**config.mk**
```make
export PLATFORM = sky130hd
export DESIGN_NAME = cnc_move_time_accumulator_core
export DESIGN_NICKNAME = d
export VERILOG_FILES = /design/src/rtl/core/mta_pkg.sv /design/src/rtl/core/cnc_move_time_accumulator_core.sv /design/src/rtl/core/mta_fifo.sv /design/src/rtl/core/mta_front.sv /design/src/rtl/core/mta_back.sv
export VERILOG_INCLUDE_DIRS = /design/src /design/src/rtl/core
export SDC_FILE = /design/constraint.sdc
export NUM_CORES = 2
export LEC_CHECK = 0
export BUFFER_PORTS_ARGS = -buffer_cell sky130_fd_sc_hd__buf_2
export CORE_MARGIN = 2
export CORE_UTILIZATION = 50
export CTS_CLUSTER_SIZE = 8
export DETAILED_ROUTE_END_ITERATION = 7
export PLACE_DENSITY = 0.69
export SYNTH_ARGS = -nofsm -noshare
export SYNTH_HDL_FRONTEND = slang
export SYNTH_SLANG_ARGS = --single-unit
```
**constraint.sdc**
```tcl
create_clock -name clk -period 16.9 [get_ports clk]
set_clock_uncertainty 0.15 [all_clocks]
set_input_delay 1.69 -clock clk [delete_from_list [all_inputs] [get_ports clk]]
set_output_delay 1.69 -clock clk [all_outputs]
set_load 0.05 [all_outputs]
```
**src/rtl/core/assert_macros.svh**
```systemverilog
// ----------------------------------------------------------------------------
// assert_macros.svh
// Shared concurrent assertion macros for the motion time accumulator.
// ----------------------------------------------------------------------------
`ifndef ASSERT_MACROS_SVH
`define ASSERT_MACROS_SVH

// Condition holds at every rising clock edge outside reset.
`define ASSERT_ALWAYS(label, clk, rst_n, expr, msg) \
  label: assert property (@(posedge clk) disable iff (!rst_n) (expr)) else $error(msg);

// Same-cycle implication.
`define ASSERT_IMPLIES(label, clk, rst_n, ante, cons, msg) \
  label: assert property (@(posedge clk) disable iff (!rst_n) (ante) |-> (cons)) else $error(msg);

// Next-cycle implication.
`define ASSERT_NEXT(label, clk, rst_n, ante, cons, msg) \
  label: assert property (@(posedge clk) disable iff (!rst_n) (ante) |=> (cons)) else $error(msg);

`endif

```
**src/rtl/core/mta_pkg.sv**
```systemverilog
// ----------------------------------------------------------------------------
// mta_pkg
// Types and constants shared by the motion time accumulator modules.
// ----------------------------------------------------------------------------
package mta_pkg;

  localparam int FRAC_BITS  = 16;
  localparam int POS_W      = 32;
  localparam int TIME_W     = POS_W + FRAC_BITS;
  localparam int SQ_W       = 2 * POS_W;
  localparam int SQ_TERMS   = 3;
  localparam int Q_DEPTH    = 2;
  localparam int Q_PTR_W    = 1;
  localparam int Q_CNT_W    = 2;
  localparam int CFG_IDX_W  = 3;
  localparam int CFG_DATA_W = 32;
  localparam int CNT_W      = 6;

  localparam logic signed [POS_W-1:0] POS_MAX = {1'b0, {(POS_W-1){1'b1}}};
  localparam logic signed [POS_W-1:0] POS_MIN = {1'b1, {(POS_W-1){1'b0}}};
  localparam logic [TIME_W-1:0]       TIME_MAX = {TIME_W{1'b1}};
  localparam logic [CFG_DATA_W-1:0]   FEED_RESET = CFG_DATA_W'(1) << FRAC_BITS;

  typedef logic [CFG_IDX_W-1:0] cfg_idx_t;

  localparam cfg_idx_t REG_FEED_RATE = 3'd0;
  localparam cfg_idx_t REG_START_X   = 3'd1;
  localparam cfg_idx_t REG_START_Y   = 3'd2;
  localparam cfg_idx_t REG_START_Z   = 3'd3;

  typedef enum logic {
    OP_MOVE  = 1'b0,
    OP_DWELL = 1'b1
  } op_t;

  typedef struct packed {
    op_t                     op;
    logic signed [POS_W-1:0] delta_x;
    logic signed [POS_W-1:0] delta_y;
    logic signed [POS_W-1:0] delta_z;
    logic [POS_W-1:0]        dwell_time;
  } item_t;

  typedef struct packed {
    logic [TIME_W-1:0]       out_time;
    logic signed [POS_W-1:0] out_x;
    logic signed [POS_W-1:0] out_y;
    logic signed [POS_W-1:0] out_z;
    logic                    overflow;
  } res_t;

  // Classified command handed from the front to the back end
  typedef struct packed {
    op_t                     op;
    logic [POS_W-1:0]        mag_x;
    logic [POS_W-1:0]        mag_y;
    logic [POS_W-1:0]        mag_z;
    logic [POS_W-1:0]        dwell_time;
    logic signed [POS_W-1:0] pos_x;
    logic signed [POS_W-1:0] pos_y;
    logic signed [POS_W-1:0] pos_z;
    logic                    pos_ovf;
  } job_t;

  typedef struct packed {
    logic                  feed_we;
    logic                  start_x_we;
    logic                  start_y_we;
    logic                  start_z_we;
    logic [CFG_DATA_W-1:0] data;
  } cfg_ctl_t;

endpackage

```
**src/rtl/core/cnc_move_time_accumulator_core.sv**
```systemverilog
// ----------------------------------------------------------------------------
// cnc_move_time_accumulator_core
// Motion time and position accumulator for relative moves and dwells.
// ----------------------------------------------------------------------------
// Flow: a dwell goes from acceptance straight to the result; a move runs the
//   sum of squares, the 32-step square root and the 48-step divider, and
//   skips the divider when the distance or the feed rate is zero. The back
//   end works on one command at a time; the queue holds the next ones.
// Reset: synchronous; position and time cleared, feed rate 1.0, queue empty.
module cnc_move_time_accumulator_core (
  input  logic                      clk,
  input  logic                      rst_n,
  input  logic                      in_valid,
  output logic                      in_stall,
  input  mta_pkg::item_t            in_data,
  output logic                      out_valid,
  input  logic                      out_stall,
  output mta_pkg::res_t             out_data,
  input  logic                      cfg_we,
  input  mta_pkg::cfg_idx_t         cfg_index,
  input  logic [mta_pkg::CFG_DATA_W-1:0] cfg_data
);
  import mta_pkg::*;

  cfg_ctl_t cfg;
  job_t     front_job;
  job_t     q_data;
  logic     q_full, q_empty, q_pop, push;

  always_comb begin
    cfg            = '0;
    cfg.data       = cfg_data;
    if (cfg_we) begin
      unique case (cfg_index)
        REG_FEED_RATE: cfg.feed_we    = 1'b1;
        REG_START_X:   cfg.start_x_we = 1'b1;
        REG_START_Y:   cfg.start_y_we = 1'b1;
        REG_START_Z:   cfg.start_z_we = 1'b1;
        default:       ;
      endcase
    end
  end

  assign in_stall = q_full;
  assign push     = in_valid && !q_full;

  mta_front u_front (
    .clk     (clk),
    .rst_n   (rst_n),
    .cfg     (cfg),
    .in_data (in_data),
    .push    (push),
    .job     (front_job)
  );

  mta_fifo u_fifo (
    .clk     (clk),
    .rst_n   (rst_n),
    .push    (push),
    .wr_data (front_job),
    .pop     (q_pop),
    .rd_data (q_data),
    .full    (q_full),
    .empty   (q_empty)
  );

  mta_back u_back (
    .clk       (clk),
    .rst_n     (rst_n),
    .cfg       (cfg),
    .q_empty   (q_empty),
    .q_data    (q_data),
    .q_pop     (q_pop),
    .out_valid (out_valid),
    .out_stall (out_stall),
    .out_data  (out_data)
  );

endmodule

```
**src/rtl/core/mta_fifo.sv**
```systemverilog
// ----------------------------------------------------------------------------
// mta_fifo
// Short job queue between the command front end and the timing back end.
// ----------------------------------------------------------------------------
`include "assert_macros.svh"

module mta_fifo (
  input  logic          clk,
  input  logic          rst_n,
  input  logic          push,
  input  mta_pkg::job_t wr_data,
  input  logic          pop,
  output mta_pkg::job_t rd_data,
  output logic          full,
  output logic          empty
);
  import mta_pkg::*;

  job_t                 mem_r [Q_DEPTH];
  logic [Q_PTR_W-1:0]   wr_ptr_r;
  logic [Q_PTR_W-1:0]   rd_ptr_r;
  logic [Q_CNT_W-1:0]   cnt_r;

  assign full    = (cnt_r == Q_CNT_W'(Q_DEPTH));
  assign empty   = (cnt_r == '0);
  assign rd_data = mem_r[rd_ptr_r];

  always_ff @(posedge clk) begin
    if (push) begin
      mem_r[wr_ptr_r] <= wr_data;
    end
  end

  always_ff @(posedge clk) begin
    if (!rst_n) begin
      wr_ptr_r <= '0;
      rd_ptr_r <= '0;
      cnt_r    <= '0;
    end else begin
      if (push) begin
        wr_ptr_r <= wr_ptr_r + Q_PTR_W'(1);
      end
      if (pop) begin
        rd_ptr_r <= rd_ptr_r + Q_PTR_W'(1);
      end
      if (push && !pop) begin
        cnt_r <= cnt_r + Q_CNT_W'(1);
      end else if (pop && !push) begin
        cnt_r <= cnt_r - Q_CNT_W'(1);
      end
    end
  end

  `ASSERT_IMPLIES(a_no_pop_empty, clk, rst_n, pop, cnt_r != '0, "pop from empty queue")
  `ASSERT_NEXT(a_push_counts, clk, rst_n, push && !pop, cnt_r == $past(cnt_r) + Q_CNT_W'(1), "push not counted")

endmodule

```
**src/rtl/core/mta_front.sv**
```systemverilog
// ----------------------------------------------------------------------------
// mta_front
// Command front end: keeps the position, applies saturating axis moves and
// hands the absolute per-axis travel on to the back end.
// ----------------------------------------------------------------------------
module mta_front (
  input  logic              clk,
  input  logic              rst_n,
  input  mta_pkg::cfg_ctl_t cfg,
  input  mta_pkg::item_t    in_data,
  input  logic              push,
  output mta_pkg::job_t     job
);
  import mta_pkg::*;

  typedef struct packed {
    logic signed [POS_W-1:0] pos;
    logic [POS_W-1:0]        mag;
    logic                    ovf;
  } axis_t;

  function automatic axis_t step_axis(logic signed [POS_W-1:0] old,
                                      logic signed [POS_W-1:0] delta);
    logic [POS_W:0]   sum;
    logic [POS_W-1:0] dmag;
    axis_t            a;
    sum  = {old[POS_W-1], old} + {delta[POS_W-1], delta};
    dmag = delta[POS_W-1] ? (~delta + POS_W'(1)) : delta;
    a.ovf = sum[POS_W] ^ sum[POS_W-1];
    if (a.ovf && !sum[POS_W]) begin
      // clamped high: travel is POS_MAX - old
      a.pos = POS_MAX;
      a.mag = {old[POS_W-1], ~old[POS_W-2:0]};
    end else if (a.ovf) begin
      // clamped low: travel is old - POS_MIN
      a.pos = POS_MIN;
      a.mag = {~old[POS_W-1], old[POS_W-2:0]};
    end else begin
      a.pos = sum[POS_W-1:0];
      a.mag = dmag;
    end
    return a;
  endfunction

  logic signed [POS_W-1:0] pos_x_r, pos_y_r, pos_z_r;
  logic signed [POS_W-1:0] pos_x_nxt, pos_y_nxt, pos_z_nxt;
  axis_t                   ax, ay, az;
  logic                    is_move;

  assign is_move = (in_data.op == OP_MOVE);
  assign ax = step_axis(pos_x_r, in_data.delta_x);
  assign ay = step_axis(pos_y_r, in_data.delta_y);
  assign az = step_axis(pos_z_r, in_data.delta_z);

  always_comb begin
    job.op         = in_data.op;
    job.dwell_time = in_data.dwell_time;
    if (is_move) begin
      job.mag_x   = ax.mag;
      job.mag_y   = ay.mag;
      job.mag_z   = az.mag;
      job.pos_x   = ax.pos;
      job.pos_y   = ay.pos;
      job.pos_z   = az.pos;
      job.pos_ovf = ax.ovf | ay.ovf | az.ovf;
    end else begin
      job.mag_x   = '0;
      job.mag_y   = '0;
      job.mag_z   = '0;
      job.pos_x   = pos_x_r;
      job.pos_y   = pos_y_r;
      job.pos_z   = pos_z_r;
      job.pos_ovf = 1'b0;
    end
  end

  always_comb begin
    pos_x_nxt = pos_x_r;
    pos_y_nxt = pos_y_r;
    pos_z_nxt = pos_z_r;
    if (push) begin
      pos_x_nxt = job.pos_x;
      pos_y_nxt = job.pos_y;
      pos_z_nxt = job.pos_z;
    end
    // start register writes load the position directly
    if (cfg.start_x_we) pos_x_nxt = cfg.data;
    if (cfg.start_y_we) pos_y_nxt = cfg.data;
    if (cfg.start_z_we) pos_z_nxt = cfg.data;
  end

  always_ff @(posedge clk) begin
    if (!rst_n) begin
      pos_x_r <= '0;
      pos_y_r <= '0;
      pos_z_r <= '0;
    end else begin
      pos_x_r <= pos_x_nxt;
      pos_y_r <= pos_y_nxt;
      pos_z_r <= pos_z_nxt;
    end
  end

endmodule

```
**src/rtl/core/mta_back.sv**
```systemverilog
// ----------------------------------------------------------------------------
// mta_back
// Timing back end: sum of squares on a shared multiplier, bit-serial integer
// square root, restoring divide by the feed rate, saturating time update.
// ----------------------------------------------------------------------------
`include "assert_macros.svh"

module mta_back (
  input  logic              clk,
  input  logic              rst_n,
  input  mta_pkg::cfg_ctl_t cfg,
  input  logic              q_empty,
  input  mta_pkg::job_t     q_data,
  output logic              q_pop,
  output logic              out_valid,
  input  logic              out_stall,
  output mta_pkg::res_t     out_data
);
  import mta_pkg::*;

  typedef enum logic [5:0] {
    ST_IDLE = 6'b000001,
    ST_SQ   = 6'b000010,
    ST_ROOT = 6'b000100,
    ST_SEL  = 6'b001000,
    ST_DIV  = 6'b010000,
    ST_FIN  = 6'b100000
  } state_t;

  state_t              state_r, state_nxt;
  job_t                job_r;
  logic [CNT_W-1:0]    cnt_r;
  logic [SQ_W-1:0]     prod_r;
  logic [SQ_W-1:0]     acc_r;
  logic [SQ_W-1:0]     root_r;
  logic [SQ_W-1:0]     bit_r;
  logic [POS_W-1:0]    rem_r;
  logic [TIME_W-1:0]   dq_r;
  logic                force_ovf_r;
  logic [TIME_W-1:0]   time_r;
  logic [POS_W-1:0]    feed_r;
  logic                out_valid_r;
  res_t                out_r;

  logic [POS_W-1:0]    mag_sel;
  logic [SQ_W-1:0]     sq_w;
  logic [SQ_W-1:0]     root_t;
  logic                root_ge;
  logic [POS_W:0]      rem_sh;
  logic                div_ge;
  logic [POS_W:0]      rem_sub;
  logic [TIME_W:0]     tsum;
  logic [TIME_W-1:0]   time_nxt;
  logic                fin_go;
  logic                sq_last;
  logic [POS_W-1:0]    travel;

  assign q_pop     = (state_r == ST_IDLE) && !q_empty;
  assign out_valid = out_valid_r;
  assign out_data  = out_r;

  always_comb begin
    case (cnt_r[1:0])
      2'd0:    mag_sel = job_r.mag_x;
      2'd1:    mag_sel = job_r.mag_y;
      default: mag_sel = job_r.mag_z;
    endcase
  end

  assign sq_w    = mag_sel * mag_sel;
  assign sq_last = (cnt_r == CNT_W'(SQ_TERMS));

  assign root_t  = root_r + bit_r;
  assign root_ge = (acc_r >= root_t);
  assign travel  = root_r[POS_W-1:0];

  assign rem_sh  = {rem_r, dq_r[TIME_W-1]};
  assign div_ge  = (rem_sh >= {1'b0, feed_r});
  assign rem_sub = rem_sh - {1'b0, feed_r};

  assign tsum     = {1'b0, time_r} + {1'b0, dq_r};
  assign time_nxt = tsum[TIME_W] ? TIME_MAX : tsum[TIME_W-1:0];
  assign fin_go   = (state_r == ST_FIN) && (!out_valid_r || !out_stall);

  always_comb begin
    state_nxt = state_r;
    unique case (state_r)
      ST_IDLE: begin
        if (!q_empty) begin
          state_nxt = (q_data.op == OP_DWELL) ? ST_FIN : ST_SQ;
        end
      end
      ST_SQ: begin
        if (sq_last) state_nxt = ST_ROOT;
      end
      ST_ROOT: begin
        if (bit_r[0]) state_nxt = ST_SEL;
      end
      ST_SEL: begin
        state_nxt = ((travel == '0) || (feed_r == '0)) ? ST_FIN : ST_DIV;
      end
      ST_DIV: begin
        if (cnt_r == CNT_W'(TIME_W - 1)) state_nxt = ST_FIN;
      end
      ST_FIN: begin
        if (fin_go) state_nxt = ST_IDLE;
      end
      default: state_nxt = ST_IDLE;
    endcase
  end

  // control state
  always_ff @(posedge clk) begin
    if (!rst_n) begin
      state_r     <= ST_IDLE;
      time_r      <= '0;
      feed_r      <= FEED_RESET;
      out_valid_r <= 1'b0;
    end else begin
      state_r <= state_nxt;
      if (cfg.feed_we) begin
        feed_r <= cfg.data;
      end
      if (fin_go) begin
        time_r      <= time_nxt;
        out_valid_r <= 1'b1;
      end else if (!out_stall) begin
        out_valid_r <= 1'b0;
      end
    end
  end

  // datapath
  always_ff @(posedge clk) begin
    unique case (state_r)
      ST_IDLE: begin
        job_r       <= q_data;
        cnt_r       <= '0;
        acc_r       <= '0;
        force_ovf_r <= 1'b0;
        dq_r        <= {{(TIME_W-POS_W){1'b0}}, q_data.dwell_time};
      end
      ST_SQ: begin
        prod_r <= sq_w;
        cnt_r  <= cnt_r + CNT_W'(1);
        // product of the previous term is registered and added in the following cycle
        if (cnt_r != '0) begin
          acc_r <= acc_r + prod_r;
        end
        root_r <= '0;
        bit_r  <= SQ_W'(1) << (SQ_W - 2);
      end
      ST_ROOT: begin
        if (root_ge) begin
          acc_r  <= acc_r - root_t;
          root_r <= (root_r >> 1) + bit_r;
        end else begin
          root_r <= root_r >> 1;
        end
        bit_r <= bit_r >> 2;
      end
      ST_SEL: begin
        cnt_r <= '0;
        rem_r <= '0;
        if (travel == '0) begin
          dq_r <= '0;
        end else if (feed_r == '0) begin
          dq_r        <= TIME_MAX;
          force_ovf_r <= 1'b1;
        end else begin
          dq_r <= {travel, {FRAC_BITS{1'b0}}};
        end
      end
      ST_DIV: begin
        rem_r <= div_ge ? rem_sub[POS_W-1:0] : rem_sh[POS_W-1:0];
        dq_r  <= {dq_r[TIME_W-2:0], div_ge};
        cnt_r <= cnt_r + CNT_W'(1);
      end
      ST_FIN: begin
        if (fin_go) begin
          out_r.out_time <= time_nxt;
          out_r.out_x    <= job_r.pos_x;
          out_r.out_y    <= job_r.pos_y;
          out_r.out_z    <= job_r.pos_z;
          out_r.overflow <= job_r.pos_ovf | tsum[TIME_W] | force_ovf_r;
        end
      end
      default: begin
      end
    endcase
  end

  `ASSERT_IMPLIES(a_div_feed, clk, rst_n, state_r == ST_DIV, feed_r != '0, "divide by zero feed")
  `ASSERT_NEXT(a_hold_result, clk, rst_n, (state_r == ST_FIN) && out_valid_r && out_stall, (state_r == ST_FIN) && $stable(out_r), "result overwritten while held")
  `ASSERT_IMPLIES(a_pop_idle, clk, rst_n, q_pop, !fin_go && (state_r == ST_IDLE), "pop outside idle")

endmodule

```
==> results.toml <==
[global_routing]
first_pass_grt_wire_length_mm = 469
pin_count_of_the_biggest_net_entering_global_routing = 100
grt_util_all_layers_pct = 29.7
grt_pass1_vias = 77963
residual_overflow_from_global_routing = 0
initial_antenna_violation_count = 47

[clock_network]
root_buffer = "clkbuf_16"
insertion_delay_ns = 0.84
cts_tree = "yes"
ctsLongestPathBuffers = 3
clkSlewWorstSetupHoldPaths_ns = 0.05
cts_setup_buffers = 0
cts_sinks = 1288
cts_htree_levels = 4
cts_hold_buf = 0
cts_resized = 0
cts-buffers-inserted = 181

[detailed_routing]
drt_drc_violations_left = 0
route.detailed.wl_per_inst_um = 23.9
avgViaCountPerCell = 5.97
wl_mm = 310
postRouteAntennaNets = 0
route.vias.total = 77328
drt-initial-drc-count = 7142
drt-pass1-iter-count = 5

[sta]
clock.fmax_ghz = 0.0922
fin_crit_ns = 10.85
finalSetupTns_ns = 0
fin_ws_ns = 6.05
timing.final.hold_violations = 0
rsz0062_at_grt = "false"
maxSlewHeadroom_pct = 15.3
final_report_max_slew_violation_count = 0
tightest_slew_ns = 1.27
period_share_pct = 64.2
setup_violations = 0

[critical_path]
worst-path-buf-inv = 9
setup.worst_path.start_class = "flop"
critical-path-top-delay-family = "adder cells"
cp_common_cell = "fa_1"
required_time_at_the_worst_slack_endpoint_ns = 17.24
end_kind = "flop"
arrival_ns = 11.19
slowest_stage_cell_cp = "inv_1"
max_stage_delay_ns = 0.60
critical_path.max_fanout = 33
criticalPathCategory = "reg2reg"

[synthesis]
synthDominantAreaCellType = "edfxtp_1"
syn-cell-area_um2 = 102000
async_flop_share_pct = 0
synth_flop_cell = "edfxtp_1"
synth_cell_types = 102
avgSynthCellArea_um2 = 10.2
synthCells = 9974
number_of_synthesized_register_bits = 1288
synth.top_cell.area_share_pct = 32.5
synth.net_count = 11610
fraction_of_the_yosys_area_taken_by_sequential_cells_pct = 36.2
synthTopCellsByArea = "edfxtp_1 (32%), fa_1 (16%), ha_1 (8.2%)"
synth-edff-count = 1100
ys_warn_count = 0

[place]
placed_cell_area_um2 = 106000
place_hpwl_mm = 231
dp_slack_ns = 6.18
place.gp.congestion = 0.976
place_inst = 12611
place.port_buffers = 315

[run]
cap_violations = 0

[final_layout]
multi_input_area_um2 = 59000
final_net_count = 11758
flow.area_growth_from_synthesis_pct = 9.49
finish.cell_count_without_fillers = 12959
finalInstanceArea_um2 = 111000
post_route_cells_drive_above_1_share_pct = 9.69
fillerInstances = 17411
ff_latch_area_um2 = 36800

[floorplanning]
die_width_um = 455
floorplan.initialDensity_pct = 50.3
die_height_um = 455
die_area_um2 = 207000
core_region_area_um2 = 202000
io_pins = 316
floorplan.rows = 165

[hold_path]
hold_removal_path_class = "reg2reg"

[run_status]
run_status = "completed"
## path summary, 6_finish.rpt
kind | from | endpoint | slack, ns | cells after the start
max reg2reg | u_back.cnt_r[0]$_SDFFCE_PN0P_ | u_back.prod_r[61]$_DFFE_PP_ | 6.05 | 33
min | u_back.job_r[4]$_DFFE_PP_ | u_back.out_data[4]$_DFFE_PP_ | 0.25 | 0
min reg2reg | u_back.job_r[4]$_DFFE_PP_ | u_back.out_data[4]$_DFFE_PP_ | 0.25 | 0
max | u_back.cnt_r[0]$_SDFFCE_PN0P_ | u_back.prod_r[61]$_DFFE_PP_ | 6.05 | 33
## layout make-up
class,instances,share of cell area [%]
Antenna cell,30,0.0674
Multi-Input combinational cell,7094,53.0
Tap cell,2672,3.00
Clock inverter,19,0.380
Inverter,1126,3.80
Timing Repair Buffer,431,2.21
Clock buffer,299,4.47
Sequential cell,1288,33.0
## layer usage
layer  share of wire, %  GRT usage (%)
met1                 39           37.7
met2                 47           48.4
met4                6.0           16.0
met5              0.052              0
met3                7.4           5.21
## cell usage in the layout, fill, tap and decap left out, drive strengths merged, types with 91 or more instances in the layout
cell       n
a21o     272
a21oi    638
a31oi    105
buf      431
clkbuf   299
dfxtp    188
edfxtp  1100
fa       798
ha       669
inv     1124
mux2     221
mux2i    122
nand2    937
nand2b    91
nand3    147
nor2     696
nor3     109
o21ai    437
xnor2    339
xor2     230
## kinds of logic (layout without fill, tap and decap cells)
family	count (synthesis)	count (layout)	share of synthesized area [%]
flip-flops	1288	1288	36.2
AO/OA/AOI/OAI	2247	2247	14.4
XOR/XNOR	569	569	4.90
adder cells (fa/ha/maj)	1467	1467	23.9
buffers and inverters	1592	1875	5.93
multiplexers	343	343	3.65
AND/OR/NAND/NOR	2468	2468	11.0
other	0	30	0
## state kept, by name, indices dropped and copies added, names as in the netlist, named ones only
name and count:
u_front.pos_z_r 32, u_back.time_r 48, u_fifo.wr_ptr_r 1, u_front.pos_x_r 32
u_back.rem_r 32, u_fifo.rd_ptr_r 1, u_back.acc_r 64, u_back.force_ovf_r 1
u_back.bit_r 32, u_front.pos_y_r 32, u_fifo.cnt_r 2, u_back.prod_r 63
u_fifo.mem_r 452, u_back.out_data 145, u_back.feed_r 32, u_back.out_valid 1
u_back.cnt_r 6, u_back.dq_r 48, u_back.job_r 193, u_back.root_r 64
u_back.state_r 6
## cell usage after synthesis, drive strengths merged (71+ instances only)
cell type and number:
nor2 696, clkbuf 406, a211oi 71, nor2b 84, inv 1118, ha 669, nand4 82, nor3 109
fa 798, nand3 147, mux2 221, xnor2 339, o21ai 437, nand2b 91, xor2 230, a21oi 638
and2 85, nand2 937, edfxtp 1100, dfxtp 188, mux2i 122, a31oi 105, a21o 272, o31ai 82
## through the flow
step | util (%) | hold slack [ns]
2_1_floorplan | - | 0.250
3_3_place_gp | 52.4 | 0.252
3_5_place_dp | 52.4 | 0.255
4_1_cts | 55.1 | 0.265
5_1_grt | 55.1 | 0.250
6_report | 55.1 | 0.248
Power is left out: the tool's default activity adds up to more than one toggle a clock period on the data nets, which glitch-free logic cannot reach.
